$ cat src/rtl/core/png_stream_carver_top_defines.svh
// ----------------------------------------------------------------------------
// PNG stream carver: assertion macros
// Shared concurrent assertion forms for the carver modules.
// ----------------------------------------------------------------------------
`ifndef PNG_STREAM_CARVER_TOP_DEFINES_SVH
`define PNG_STREAM_CARVER_TOP_DEFINES_SVH

// Same-cycle implication, disabled during reset
`define PSC_ASSERT_IMPL(label, clk, rst, ante, cons) \
   label: assert property (@(posedge clk) disable iff (rst) (ante) |-> (cons)) \
      else $error("psc: same-cycle check failed");

// Next-cycle implication, disabled during reset
`define PSC_ASSERT_NEXT(label, clk, rst, ante, cons) \
   label: assert property (@(posedge clk) disable iff (rst) (ante) |=> (cons)) \
      else $error("psc: next-cycle check failed");

`endif

$ cat src/rtl/core/psc_pkg.sv
// ----------------------------------------------------------------------------
// PNG stream carver package
// Constants, CSR indexes and controller/datapath interface types.
// ----------------------------------------------------------------------------
package psc_pkg;

   // Default sizing
   localparam int MAX_NAME_DEF = 32;
   localparam int POS_BITS_DEF = 48;

   // PNG signature, oldest byte in the top byte
   localparam logic [63:0] PNG_SIG   = 64'h8950_4E47_0D0A_1A0A;
   // Chunk type of the closing chunk
   localparam logic [31:0] IEND_TYPE = 32'h4945_4E44;

   // Printable ASCII range
   localparam logic [7:0] PRINT_LO = 8'h20;
   localparam logic [7:0] PRINT_HI = 8'h7E;

   // Run length saturation
   localparam logic [8:0] RUN_SAT = 9'd511;

   // CSR indexes
   localparam logic CSR_MIN_NAME_LEN = 1'b0;
   localparam logic CSR_IMAGE_LIMIT  = 1'b1;

   // Commands from controller to datapath
   typedef struct packed {
      logic accept;      // input byte transfer
      logic clear;       // byte opens a new blob
      logic search;      // byte goes through the signature window
      logic header;      // byte is a chunk length or type byte
      logic skip;        // byte is payload or CRC
      logic rd;          // read name byte at emit index
      logic load_name;   // load output register with a name byte
      logic load_blank;  // load output register with a nameless result
      logic next_k;      // advance emit index
   } psc_cmd_type;

   // Status from datapath to controller
   typedef struct packed {
      logic match;       // signature completes with this byte
      logic hdr_done;    // last header byte of a chunk
      logic skip_done;   // last skipped byte of a chunk
      logic type_end;    // current chunk is IEND
      logic limit_hit;   // image count reaches the limit with this image
      logic name_empty;  // no name held
      logic name_last;   // emit index is at the last name byte
      logic out_free;    // output register can take a result
   } psc_stat_type;

   // Expected IEND byte for type position i
   function automatic logic [7:0] iend_byte(input logic [1:0] i);
      logic [7:0] b;
      case (i)
         2'd0:    b = IEND_TYPE[31:24];
         2'd1:    b = IEND_TYPE[23:16];
         2'd2:    b = IEND_TYPE[15:8];
         default: b = IEND_TYPE[7:0];
      endcase
      return b;
   endfunction

endpackage

$ cat src/rtl/core/psc_ctrl.sv
// ----------------------------------------------------------------------------
// PNG stream carver controller
// Scan phase and result emission state machine.
// ----------------------------------------------------------------------------
`include "png_stream_carver_top_defines.svh"

module psc_ctrl
   import psc_pkg::*;
(
   input  logic         clock,
   input  logic         reset,
   input  logic         req_valid,
   output logic         req_ready,
   input  logic         req_first_of_blob,
   input  psc_stat_type stat,
   output psc_cmd_type  cmd
);

   localparam logic [2:0] ST_SEARCH  = 3'd0;
   localparam logic [2:0] ST_HEADER  = 3'd1;
   localparam logic [2:0] ST_SKIP    = 3'd2;
   localparam logic [2:0] ST_STOPPED = 3'd3;
   localparam logic [2:0] ST_READ    = 3'd4;
   localparam logic [2:0] ST_LOAD    = 3'd5;
   localparam logic [2:0] ST_BLANK   = 3'd6;

   logic [2:0] state_ff, state_in;
   logic       stop_ff, stop_in;
   logic [2:0] eff_state;
   logic [2:0] resume_state;
   logic       accept;

   // Take bytes only in the scan phases
   assign req_ready    = (state_ff inside {ST_SEARCH, ST_HEADER, ST_SKIP, ST_STOPPED});
   assign accept       = req_valid && req_ready;
   assign eff_state    = req_first_of_blob ? ST_SEARCH : state_ff;
   assign resume_state = stop_ff ? ST_STOPPED : ST_SEARCH;

   // Decode commands and next state
   always_comb begin
      cmd            = '0;
      state_in       = state_ff;
      stop_in        = stop_ff;
      cmd.accept     = accept;
      cmd.clear      = accept && req_first_of_blob;
      cmd.search     = accept && (eff_state == ST_SEARCH);
      cmd.header     = accept && (eff_state == ST_HEADER);
      cmd.skip       = accept && (eff_state == ST_SKIP);

      case (state_ff)
         ST_SEARCH, ST_HEADER, ST_SKIP, ST_STOPPED: begin
            if (accept) begin
               state_in = eff_state;
               case (eff_state)
                  ST_SEARCH: begin
                     if (stat.match) state_in = ST_HEADER;
                  end
                  ST_HEADER: begin
                     if (stat.hdr_done) state_in = ST_SKIP;
                  end
                  ST_SKIP: begin
                     if (stat.skip_done) begin
                        if (stat.type_end) begin
                           state_in = stat.name_empty ? ST_BLANK : ST_READ;
                           stop_in  = stat.limit_hit;
                        end else begin
                           state_in = ST_HEADER;
                        end
                     end
                  end
                  default: state_in = eff_state;
               endcase
            end
         end
         ST_READ: begin
            cmd.rd   = 1'b1;
            state_in = ST_LOAD;
         end
         ST_LOAD: begin
            if (stat.out_free) begin
               cmd.load_name = 1'b1;
               if (stat.name_last) begin
                  state_in = resume_state;
               end else begin
                  cmd.next_k = 1'b1;
                  state_in   = ST_READ;
               end
            end
         end
         ST_BLANK: begin
            if (stat.out_free) begin
               cmd.load_blank = 1'b1;
               state_in       = resume_state;
            end
         end
         default: state_in = ST_SEARCH;
      endcase
   end

   // Hold state
   always_ff @(posedge clock) begin
      if (reset) begin
         state_ff <= ST_SEARCH;
         stop_ff  <= 1'b0;
      end else begin
         state_ff <= state_in;
         stop_ff  <= stop_in;
      end
   end

   `PSC_ASSERT_NEXT(a_load_waits, clock, reset, (state_ff == ST_LOAD) && !stat.out_free, state_ff == ST_LOAD)
   `PSC_ASSERT_NEXT(a_emit_blocks_input, clock, reset, cmd.skip && stat.skip_done && stat.type_end, !req_ready)
   `PSC_ASSERT_IMPL(a_one_phase, clock, reset, cmd.accept, $onehot({cmd.search, cmd.header, cmd.skip}) || (state_ff == ST_STOPPED))

endmodule

$ cat src/rtl/core/psc_datapath.sv
// ----------------------------------------------------------------------------
// PNG stream carver datapath
// Signature window, name tracking, chunk walk, name memory and output register.
// ----------------------------------------------------------------------------
`include "png_stream_carver_top_defines.svh"

module psc_datapath
   import psc_pkg::*;
#(
   parameter int MAX_NAME = MAX_NAME_DEF,
   parameter int POS_BITS = POS_BITS_DEF
)
(
   input  logic                clock,
   input  logic                reset,
   input  logic                csr_wr_en,
   input  logic                csr_index,
   input  logic [15:0]         csr_wdata,
   input  logic [7:0]          req_byte_value,
   input  psc_cmd_type         cmd,
   output psc_stat_type        stat,
   input  logic                rsp_ready,
   output logic                rsp_valid,
   output logic [POS_BITS-1:0] rsp_image_offset,
   output logic [POS_BITS-1:0] rsp_image_length,
   output logic [6:0]          rsp_name_char,
   output logic                rsp_name_present,
   output logic                rsp_name_cut,
   output logic                rsp_final_item
);

   localparam int IDX_W     = (MAX_NAME > 1) ? $clog2(MAX_NAME) : 1;
   localparam int CNT_W     = $clog2(MAX_NAME + 1);
   localparam int MEM_DEPTH = 2 ** (IDX_W + 1);

   // Configuration
   logic [7:0]  min_len_ff;
   logic [15:0] limit_ff;

   // Scan state
   logic [63:0]         window_ff, window_in;
   logic [3:0]          wfill_ff, wfill_in;
   logic [POS_BITS-1:0] pos_ff, pos_in;
   logic [2:0]          hbc_ff, hbc_in;
   logic [31:0]         acc_ff, acc_in;
   logic                tie_ff, tie_in;
   logic [32:0]         skip_ff, skip_in;
   logic [POS_BITS-1:0] start_ff, start_in;
   logic [8:0]          run_count_ff, run_count_in;
   logic [8:0]          name_count_ff, name_count_in;
   logic                run_bank_ff, run_bank_in;
   logic [15:0]         found_ff, found_in;

   // Emission state
   logic [POS_BITS-1:0] em_off_ff, em_off_in;
   logic [POS_BITS-1:0] em_len_ff, em_len_in;
   logic [CNT_W-1:0]    em_n_ff, em_n_in;
   logic                em_cut_ff, em_cut_in;
   logic [IDX_W-1:0]    k_ff, k_in;

   // Output register
   logic                rsp_valid_ff;
   logic [POS_BITS-1:0] out_off_ff, out_len_ff;
   logic [6:0]          out_char_ff;
   logic                out_present_ff, out_cut_ff, out_final_ff;

   // Name memory: two banks, one collects the current run, the other holds the name
   logic [6:0]       name_mem [MEM_DEPTH];
   logic [6:0]       rdata_ff;
   logic             mem_we;
   logic [IDX_W:0]   mem_waddr;
   logic [6:0]       mem_wdata;

   // Effective values after a blob restart
   logic [63:0]         window_e;
   logic [3:0]          wfill_e;
   logic [POS_BITS-1:0] pos_e;
   logic [8:0]          run_count_e, name_count_e;
   logic [15:0]         found_e;
   logic [63:0]         window_n;
   logic [3:0]          wfill_n;
   logic [7:0]          oldest;
   logic                printable;
   logic [15:0]         found_inc;
   logic [32:0]         skip_n;
   logic                tie_n;

   assign window_e     = cmd.clear ? '0 : window_ff;
   assign wfill_e      = cmd.clear ? '0 : wfill_ff;
   assign pos_e        = cmd.clear ? '0 : pos_ff;
   assign run_count_e  = cmd.clear ? '0 : run_count_ff;
   assign name_count_e = cmd.clear ? '0 : name_count_ff;
   assign found_e      = cmd.clear ? '0 : found_ff;

   assign window_n  = {window_e[55:0], req_byte_value};
   assign wfill_n   = wfill_e[3] ? wfill_e : wfill_e + 4'd1;
   assign oldest    = window_e[63:56];
   assign printable = (oldest inside {[PRINT_LO:PRINT_HI]});
   assign found_inc = (found_ff == 16'hFFFF) ? found_ff : found_ff + 16'd1;
   assign skip_n    = (skip_ff != '0) ? skip_ff - 33'd1 : skip_ff;
   assign tie_n     = ((hbc_ff == 3'd4) ? 1'b1 : tie_ff)
                      && (req_byte_value == iend_byte(hbc_ff[1:0]));

   // Status toward the controller
   always_comb begin
      stat            = '0;
      stat.match      = wfill_n[3] && (window_n == PNG_SIG);
      stat.hdr_done   = (hbc_ff == 3'd7);
      stat.skip_done  = (skip_ff <= 33'd1);
      stat.type_end   = tie_ff;
      stat.limit_hit  = (limit_ff != '0) && (found_inc >= limit_ff);
      stat.name_empty = (name_count_ff == '0);
      stat.name_last  = ((CNT_W'(k_ff) + CNT_W'(1)) == em_n_ff);
      stat.out_free   = !rsp_valid_ff || rsp_ready;
   end

   // Next scan state for an accepted byte
   always_comb begin
      window_in     = window_ff;
      wfill_in      = wfill_ff;
      pos_in        = pos_ff;
      hbc_in        = hbc_ff;
      acc_in        = acc_ff;
      tie_in        = tie_ff;
      skip_in       = skip_ff;
      start_in      = start_ff;
      run_count_in  = run_count_ff;
      name_count_in = name_count_ff;
      run_bank_in   = run_bank_ff;
      found_in      = found_ff;
      em_off_in     = em_off_ff;
      em_len_in     = em_len_ff;
      em_n_in       = em_n_ff;
      em_cut_in     = em_cut_ff;
      k_in          = k_ff;
      mem_we        = 1'b0;
      mem_waddr     = {run_bank_ff, run_count_ff[IDX_W-1:0]};
      mem_wdata     = oldest[6:0];

      if (cmd.accept) begin
         pos_in        = pos_e + POS_BITS'(1);
         window_in     = window_e;
         wfill_in      = wfill_e;
         run_count_in  = run_count_e;
         name_count_in = name_count_e;
         found_in      = found_e;
         if (cmd.clear) begin
            hbc_in   = '0;
            acc_in   = '0;
            tie_in   = 1'b0;
            skip_in  = '0;
            start_in = '0;
         end
      end

      // Slide window, track the byte leaving it
      if (cmd.search) begin
         window_in = window_n;
         wfill_in  = wfill_n;
         if (wfill_e[3]) begin
            if (printable) begin
               mem_we = (run_count_e < 9'(MAX_NAME));
               if (run_count_e < RUN_SAT) run_count_in = run_count_e + 9'd1;
            end else begin
               if (run_count_e >= {1'b0, min_len_ff}) begin
                  name_count_in = run_count_e;
                  run_bank_in   = ~run_bank_ff;
               end
               run_count_in = '0;
            end
         end
         if (stat.match) begin
            if (run_count_in >= {1'b0, min_len_ff}) begin
               name_count_in = run_count_in;
               run_bank_in   = ~run_bank_in;
            end
            run_count_in = '0;
            start_in     = pos_e - POS_BITS'(7);
            hbc_in       = '0;
            acc_in       = '0;
            tie_in       = 1'b0;
         end
      end

      // Collect chunk length and type
      if (cmd.header) begin
         if (!hbc_ff[2]) acc_in = {acc_ff[23:0], req_byte_value};
         else            tie_in = tie_n;
         if (stat.hdr_done) begin
            skip_in = {1'b0, acc_ff} + 33'd4;
            hbc_in  = '0;
         end else begin
            hbc_in = hbc_ff + 3'd1;
         end
      end

      // Skip payload and CRC; close the image at the end of IEND
      if (cmd.skip) begin
         skip_in = skip_n;
         if (stat.skip_done) begin
            if (tie_ff) begin
               em_off_in     = start_ff;
               em_len_in     = pos_ff + POS_BITS'(1) - start_ff;
               em_n_in       = (name_count_ff < 9'(MAX_NAME)) ? CNT_W'(name_count_ff)
                                                              : CNT_W'(MAX_NAME);
               em_cut_in     = (name_count_ff > 9'(MAX_NAME));
               k_in          = '0;
               found_in      = found_inc;
               window_in     = '0;
               wfill_in      = '0;
               run_count_in  = '0;
               name_count_in = '0;
               tie_in        = 1'b0;
               acc_in        = '0;
            end else begin
               acc_in = '0;
               hbc_in = '0;
            end
         end
      end

      // Advance emit index
      if (cmd.next_k) k_in = k_ff + IDX_W'(1);
   end

   // Hold configuration and scan state
   always_ff @(posedge clock) begin
      if (reset) begin
         min_len_ff    <= 8'd4;
         limit_ff      <= '0;
         window_ff     <= '0;
         wfill_ff      <= '0;
         pos_ff        <= '0;
         hbc_ff        <= '0;
         acc_ff        <= '0;
         tie_ff        <= 1'b0;
         skip_ff       <= '0;
         start_ff      <= '0;
         run_count_ff  <= '0;
         name_count_ff <= '0;
         run_bank_ff   <= 1'b0;
         found_ff      <= '0;
         em_n_ff       <= '0;
         k_ff          <= '0;
         rsp_valid_ff  <= 1'b0;
      end else begin
         if (csr_wr_en) begin
            case (csr_index)
               CSR_MIN_NAME_LEN: min_len_ff <= csr_wdata[7:0];
               CSR_IMAGE_LIMIT:  limit_ff   <= csr_wdata;
               default:          limit_ff   <= limit_ff;
            endcase
         end
         window_ff     <= window_in;
         wfill_ff      <= wfill_in;
         pos_ff        <= pos_in;
         hbc_ff        <= hbc_in;
         acc_ff        <= acc_in;
         tie_ff        <= tie_in;
         skip_ff       <= skip_in;
         start_ff      <= start_in;
         run_count_ff  <= run_count_in;
         name_count_ff <= name_count_in;
         run_bank_ff   <= run_bank_in;
         found_ff      <= found_in;
         em_n_ff       <= em_n_in;
         k_ff          <= k_in;
         if (cmd.load_name || cmd.load_blank) rsp_valid_ff <= 1'b1;
         else if (rsp_ready)                  rsp_valid_ff <= 1'b0;
      end
   end

   // Emission payload and output register
   always_ff @(posedge clock) begin
      em_off_ff <= em_off_in;
      em_len_ff <= em_len_in;
      em_cut_ff <= em_cut_in;
      if (cmd.load_name || cmd.load_blank) begin
         out_off_ff     <= em_off_ff;
         out_len_ff     <= em_len_ff;
         out_cut_ff     <= em_cut_ff;
         out_char_ff    <= cmd.load_name ? rdata_ff : 7'd0;
         out_present_ff <= cmd.load_name;
         out_final_ff   <= cmd.load_blank || stat.name_last;
      end
   end

   // Name memory write and registered read
   always_ff @(posedge clock) begin
      if (mem_we) name_mem[mem_waddr] <= mem_wdata;
      if (cmd.rd) rdata_ff <= name_mem[{~run_bank_ff, k_ff}];
   end

   assign rsp_valid        = rsp_valid_ff;
   assign rsp_image_offset = out_off_ff;
   assign rsp_image_length = out_len_ff;
   assign rsp_name_char    = out_char_ff;
   assign rsp_name_present = out_present_ff;
   assign rsp_name_cut     = out_cut_ff;
   assign rsp_final_item   = out_final_ff;

   `PSC_ASSERT_IMPL(a_name_index, clock, reset, cmd.load_name, (em_n_ff != '0) && (CNT_W'(k_ff) < em_n_ff))
   `PSC_ASSERT_IMPL(a_fill_range, clock, reset, 1'b1, wfill_ff <= 4'd8)
   `PSC_ASSERT_NEXT(a_emit_drops_name, clock, reset, cmd.skip && stat.skip_done && tie_ff, (name_count_ff == '0) && (run_count_ff == '0))

endmodule

$ cat src/rtl/core/png_stream_carver_top.sv
// ----------------------------------------------------------------------------
// PNG stream carver top level
// Finds complete PNG images in a byte stream and reports offset, length and
// the printable name run seen before each image, one result per name byte.
//
//   channel  dir  handshake            payload
//   req      in   req_valid/req_ready  req_byte_value, req_first_of_blob
//   rsp      out  rsp_valid/rsp_ready  offset, length, name_char, flags
//   csr      in   csr_wr_en            csr_index, csr_wdata
//
// One byte per cycle while scanning the signature and the chunk table.
// When an IEND chunk closes, input pauses while each name byte passes a name
// memory read and then an output register load, or while a blank result loads.
// A stalled rsp_ready stretches that pause; the last result may still wait
// while the next bytes are taken. Synchronous reset, no clearing pass.
// ----------------------------------------------------------------------------
module png_stream_carver_top
   import psc_pkg::*;
#(
   parameter int MAX_NAME = MAX_NAME_DEF,
   parameter int POS_BITS = POS_BITS_DEF
)
(
   input  logic                clock,
   input  logic                reset,
   input  logic                req_valid,
   output logic                req_ready,
   input  logic [7:0]          req_byte_value,
   input  logic                req_first_of_blob,
   output logic                rsp_valid,
   input  logic                rsp_ready,
   output logic [POS_BITS-1:0] rsp_image_offset,
   output logic [POS_BITS-1:0] rsp_image_length,
   output logic [6:0]          rsp_name_char,
   output logic                rsp_name_present,
   output logic                rsp_name_cut,
   output logic                rsp_final_item,
   input  logic                csr_wr_en,
   input  logic                csr_index,
   input  logic [15:0]         csr_wdata
);

   psc_cmd_type  cmd;
   psc_stat_type stat;

   // Phase and emission sequencing
   psc_ctrl u_ctrl (
      .clock             (clock),
      .reset             (reset),
      .req_valid         (req_valid),
      .req_ready         (req_ready),
      .req_first_of_blob (req_first_of_blob),
      .stat              (stat),
      .cmd               (cmd)
   );

   // Window, chunk walk, name memory and output register
   psc_datapath #(
      .MAX_NAME (MAX_NAME),
      .POS_BITS (POS_BITS)
   ) u_datapath (
      .clock            (clock),
      .reset            (reset),
      .csr_wr_en        (csr_wr_en),
      .csr_index        (csr_index),
      .csr_wdata        (csr_wdata),
      .req_byte_value   (req_byte_value),
      .cmd              (cmd),
      .stat             (stat),
      .rsp_ready        (rsp_ready),
      .rsp_valid        (rsp_valid),
      .rsp_image_offset (rsp_image_offset),
      .rsp_image_length (rsp_image_length),
      .rsp_name_char    (rsp_name_char),
      .rsp_name_present (rsp_name_present),
      .rsp_name_cut     (rsp_name_cut),
      .rsp_final_item   (rsp_final_item)
   );

endmodule

$ cat config.mk
export PLATFORM = sky130hd
export DESIGN_NAME = png_stream_carver_top
export DESIGN_NICKNAME = d
export VERILOG_FILES = /design/src/rtl/core/psc_pkg.sv /design/src/rtl/core/psc_ctrl.sv /design/src/rtl/core/psc_datapath.sv /design/src/rtl/core/png_stream_carver_top.sv
export VERILOG_INCLUDE_DIRS = /design/src /design/src/rtl/core
export SDC_FILE = /design/constraint.sdc
export NUM_CORES = 2
export LEC_CHECK = 0
export BUFFER_PORTS_ARGS = -buffer_cell sky130_fd_sc_hd__buf_2
export CAP_MARGIN = 20
export CORE_MARGIN = 8
export CORE_UTILIZATION = 35
export DETAILED_ROUTE_END_ITERATION = 8
export PLACE_DENSITY = 0.46
export SYNTH_ARGS = -nofsm -noshare
export SYNTH_HDL_FRONTEND = slang
export SYNTH_SLANG_ARGS = --single-unit
$ cat constraint.sdc
create_clock -name clock -period 15.35 [get_ports clock]
set_input_delay 0.7675 -clock clock [delete_from_list [all_inputs] [get_ports clock]]
set_output_delay 0.7675 -clock clock [all_outputs]
set_load 0.05 [all_outputs]
==> results.cfg <==
[route]
postRouteAntennaNets = 0
drt_iter0_drc = 2372
via_per_inst = 5.257
first_pass_iters = 6
drc = 0
routed_wl_mm = 116.0
wire_per_inst_um = 21.35
vias = 28560

[synthesis]
netlist_instances = 3614
synth_edf_count = 658
synth_area_sq_um = 43660
async_flop_share_pct = 0
ys.warnings.count = 0
synth_seq_cells = 966
synth_fp_nets = 3785
synth_cell_types = 86
synth_top_flop_cell = edfxtp_1
yosysSeqAreaShare_pct = 59.38
post_synth.cell_area_avg_sq_um = 12.08

[final_layout]
nets = 3874
areaGrowthSynthToFinish_pct = 13.54
nFillCells = 11850
drive_gt1_share_pct = 14.49
antenna_cells = 0

[sta]
period_share_pct = 30.41
clock_skew_ps = 22.33
rsz0062_at_grt = false
setup_viol = 0
final.min_clock_period_ps = 4667
worst_slew_pin_slew_ps = 1125
finalHoldViolCount = 0
hold_slack_ps = 348.3
layout_setup_ws_ps = 10680
slew-limit-headroom_pct = 24.41
tns_ps = 0
finalMaxSlewViolations = 0
max_freq_ghz = 0.2143

[grt]
grt.overflow.total = 0
antenna_found_initial = 3
grt_pass1_wl_mm = 176.9
grtUsageTotal_pct = 16.55
grt_max_degree = 94
grt_pass1_vias = 28090

[worst_setup_path]
worstSetupStartpointType = flip-flop
crit_arrival_ps = 5190
crit_fanout = 32
cp-startpoint = u_ctrl.state_ff[2]$_SDFFE_PP0P_
worstRegToRegCells = 16
cp-end-kind = flip-flop
r2r-end = u_datapath.name_count_ff[7]$_SDFF_PP0_
cp.required_ps = 15870
critical_path_class = flip-flop to flip-flop
cp-endpoint = u_datapath.name_count_ff[7]$_SDFF_PP0_
r2r_start = u_ctrl.state_ff[2]$_SDFFE_PP0P_
regToRegSetupSlack_ps = 10680

[placed_design]
port_buffers = 138
place_congestion = 0.8343
hpwl_mm = 77.51
dp_slack_ps = 10310

[power_and_ir_drop]
p_leak_nw = 17.77
ir_drop_v = 0.00008431
powerDensity_nw_per_um2 = 110.0

[die]
die_area_sq_um = 136300
start_util_pct = 35.27
core-area_sq_um = 123800
io_pins = 139
die_y_um = 369.2
die_width_um = 369.2
rows = 129

[clocking]
ctsHoldBuffers = 0
cts_root_buffer = clkbuf_16
clock_latency_ps = 700
post_cts_resized = 0
post_cts_buffers = 0
cts_buffers = 109
htree_levels = 3
cts_buffer_depth = 3
clk_pin_slew_ps = 60
cts_tree = yes
cts.sinks = 966

[hold_path]
hp-class = input pin to flip-flop

[status]
status = finished, final reports clean

[flow_run]
cap_viol_max_count = 0
[logic make-up (layout without fill, tap and decap cells)]
logic type	Yosys count	in the layout	synth area share, %
adders and majority gates	140	140	4.029
DFF	966	966	59.38
buffers and inverters	311	492	2.834
and+or+nand+nor	1200	1200	13.15
muxes	169	169	8.099
AOI/OAI and AO/OA	674	674	9.420
xor gates and xnor gates	154	154	3.089
[flip-flops by register name, summed over array words and instances, names as in the netlist, 5 cells and up]
signal,flops
u_datapath.k_ff,5
u_datapath.window_ff,64
u_datapath.acc_ff,32
u_datapath.em_len_ff,48
u_datapath.skip_ff,33
u_datapath.found_ff,16
u_datapath.em_off_ff,48
u_datapath.rsp_name_char,7
u_datapath.rdata_ff,7
u_datapath.pos_ff,48
u_datapath.min_len_ff,8
u_datapath.limit_ff,16
u_datapath.run_count_ff,9
u_datapath.name_mem,448
u_datapath.rsp_image_length,48
u_datapath.rsp_image_offset,48
u_datapath.name_count_ff,9
u_datapath.em_n_ff,6
u_datapath.start_ff,48
[Yosys cell counts, types with 26 or more instances]
library cell / count / area, sq um
a31oi_1: 39 / 244.0
ha_1: 139 / 1739
nor4_1: 32 / 200.2
inv_1: 111 / 416.7
nand2_1: 377 / 1415
a21oi_1: 274 / 1371
mux4_2: 147 / 3311
clkbuf_1: 145 / 544.3
a22oi_1: 60 / 450.4
and3_1: 31 / 193.9
nand4_1: 49 / 306.5
nor2_1: 332 / 1246
dfxtp_1: 308 / 6166
buf_2: 26 / 130.1
xnor2_1: 90 / 788.3
xor2_1: 64 / 560.5
and2_1: 38 / 237.7
nand3_1: 112 / 560.5
nor3_1: 70 / 350.3
edfxtp_1: 658 / 19760
or3_1: 31 / 193.9
a21o_1: 33 / 247.7
o21ai_0: 123 / 615.6
[worst min path at each step]
stage / depth (start not counted) / from / end
finish: 3 / csr_wdata[15] / u_datapath.limit_ff[15]$_SDFFE_PP0P_
global route: 3 / csr_wdata[11] / u_datapath.limit_ff[11]$_SDFFE_PP0P_
CTS: 3 / csr_wdata[15] / u_datapath.limit_ff[15]$_SDFFE_PP0P_
detailed placement: 0 / u_datapath.em_len_ff[16]$_DFFE_PP_ / u_datapath.rsp_image_length[16]$_DFFE_PP_
global placement: 0 / u_datapath.em_len_ff[44]$_DFFE_PP_ / u_datapath.rsp_image_length[44]$_DFFE_PP_
floorplan: 0 / u_datapath.em_len_ff[0]$_DFFE_PP_ / u_datapath.rsp_image_length[0]$_DFFE_PP_
[through the flow]
stage	util (%)	cells	power (W)	cell area [sq um]
3_5_place_dp	37.14	5229	0.002901	45980
4_1_cts	40.04	5432	0.005531	49570
6_report	40.04	5432	0.005452	49570
5_1_grt	40.04	5432	0.005633	49570
3_3_place_gp	37.12	5228	0.002900	45960
2_1_floorplan	-	3614	0.002864	43660
[area by class of cell]
cell class / count / area, sq um / share of cell area, %
flip-flops and latches: 966 / 25930 / 52.32
multi-input cells: 2337 / 16570 / 33.43
clock buffers: 140 / 2905 / 5.861
well taps: 1637 / 2048 / 4.132
repair buffers: 178 / 1013 / 2.045
clock inverters: 63 / 680.7 / 1.373
inverters: 111 / 416.7 / 0.8405
[critical path, cell delays in order (launching register included)]
cell and delay, ps:
dfxtp_1 640, nand3b_4 480, nand2_1 120, or2_2 320
a21oi_1 160, mux2i_1 90, nor2_1 240, inv_1 70
ha_1 260, nand2b_1 140, a21o_1 170, a21oi_1 130
o21ai_0 120, o41ai_1 690, a21oi_2 310, o21ai_0 390
a221oi_1 140
[cell usage in the layout (no fill, tap or decap), types with 40 or more instances in the layout]
cell	n
edfxtp_1	658
nand2_1	377
nor2_1	326
dfxtp_1	305
a21oi_1	274
mux4_2	147
ha_1	139
buf_2	137
o21ai_0	122
inv_1	111
nand3_1	111
clkbuf_16	110
xnor2_1	90
nor3_1	69
xor2_1	64
a22oi_1	60
nand4_1	49
buf_4	40
[report_power, final]
part	internal [W]	switching, W	total, W
clock	0.00153	0.00108	0.00261
sequential	0.00275	0.00000625	0.00276
combinational	0.0000212	0.0000653	0.0000866
[routing by layer]
layer	up-vias	part of all wire, %	GRT usage, %
met5	-	0	0
met4	0	2.6	4.562
met3	172	3.9	2.489
met2	603	48	27.89
met1	14100	45	22.26
li1	13680	-	-
Power figures use the tool's default switching activity.
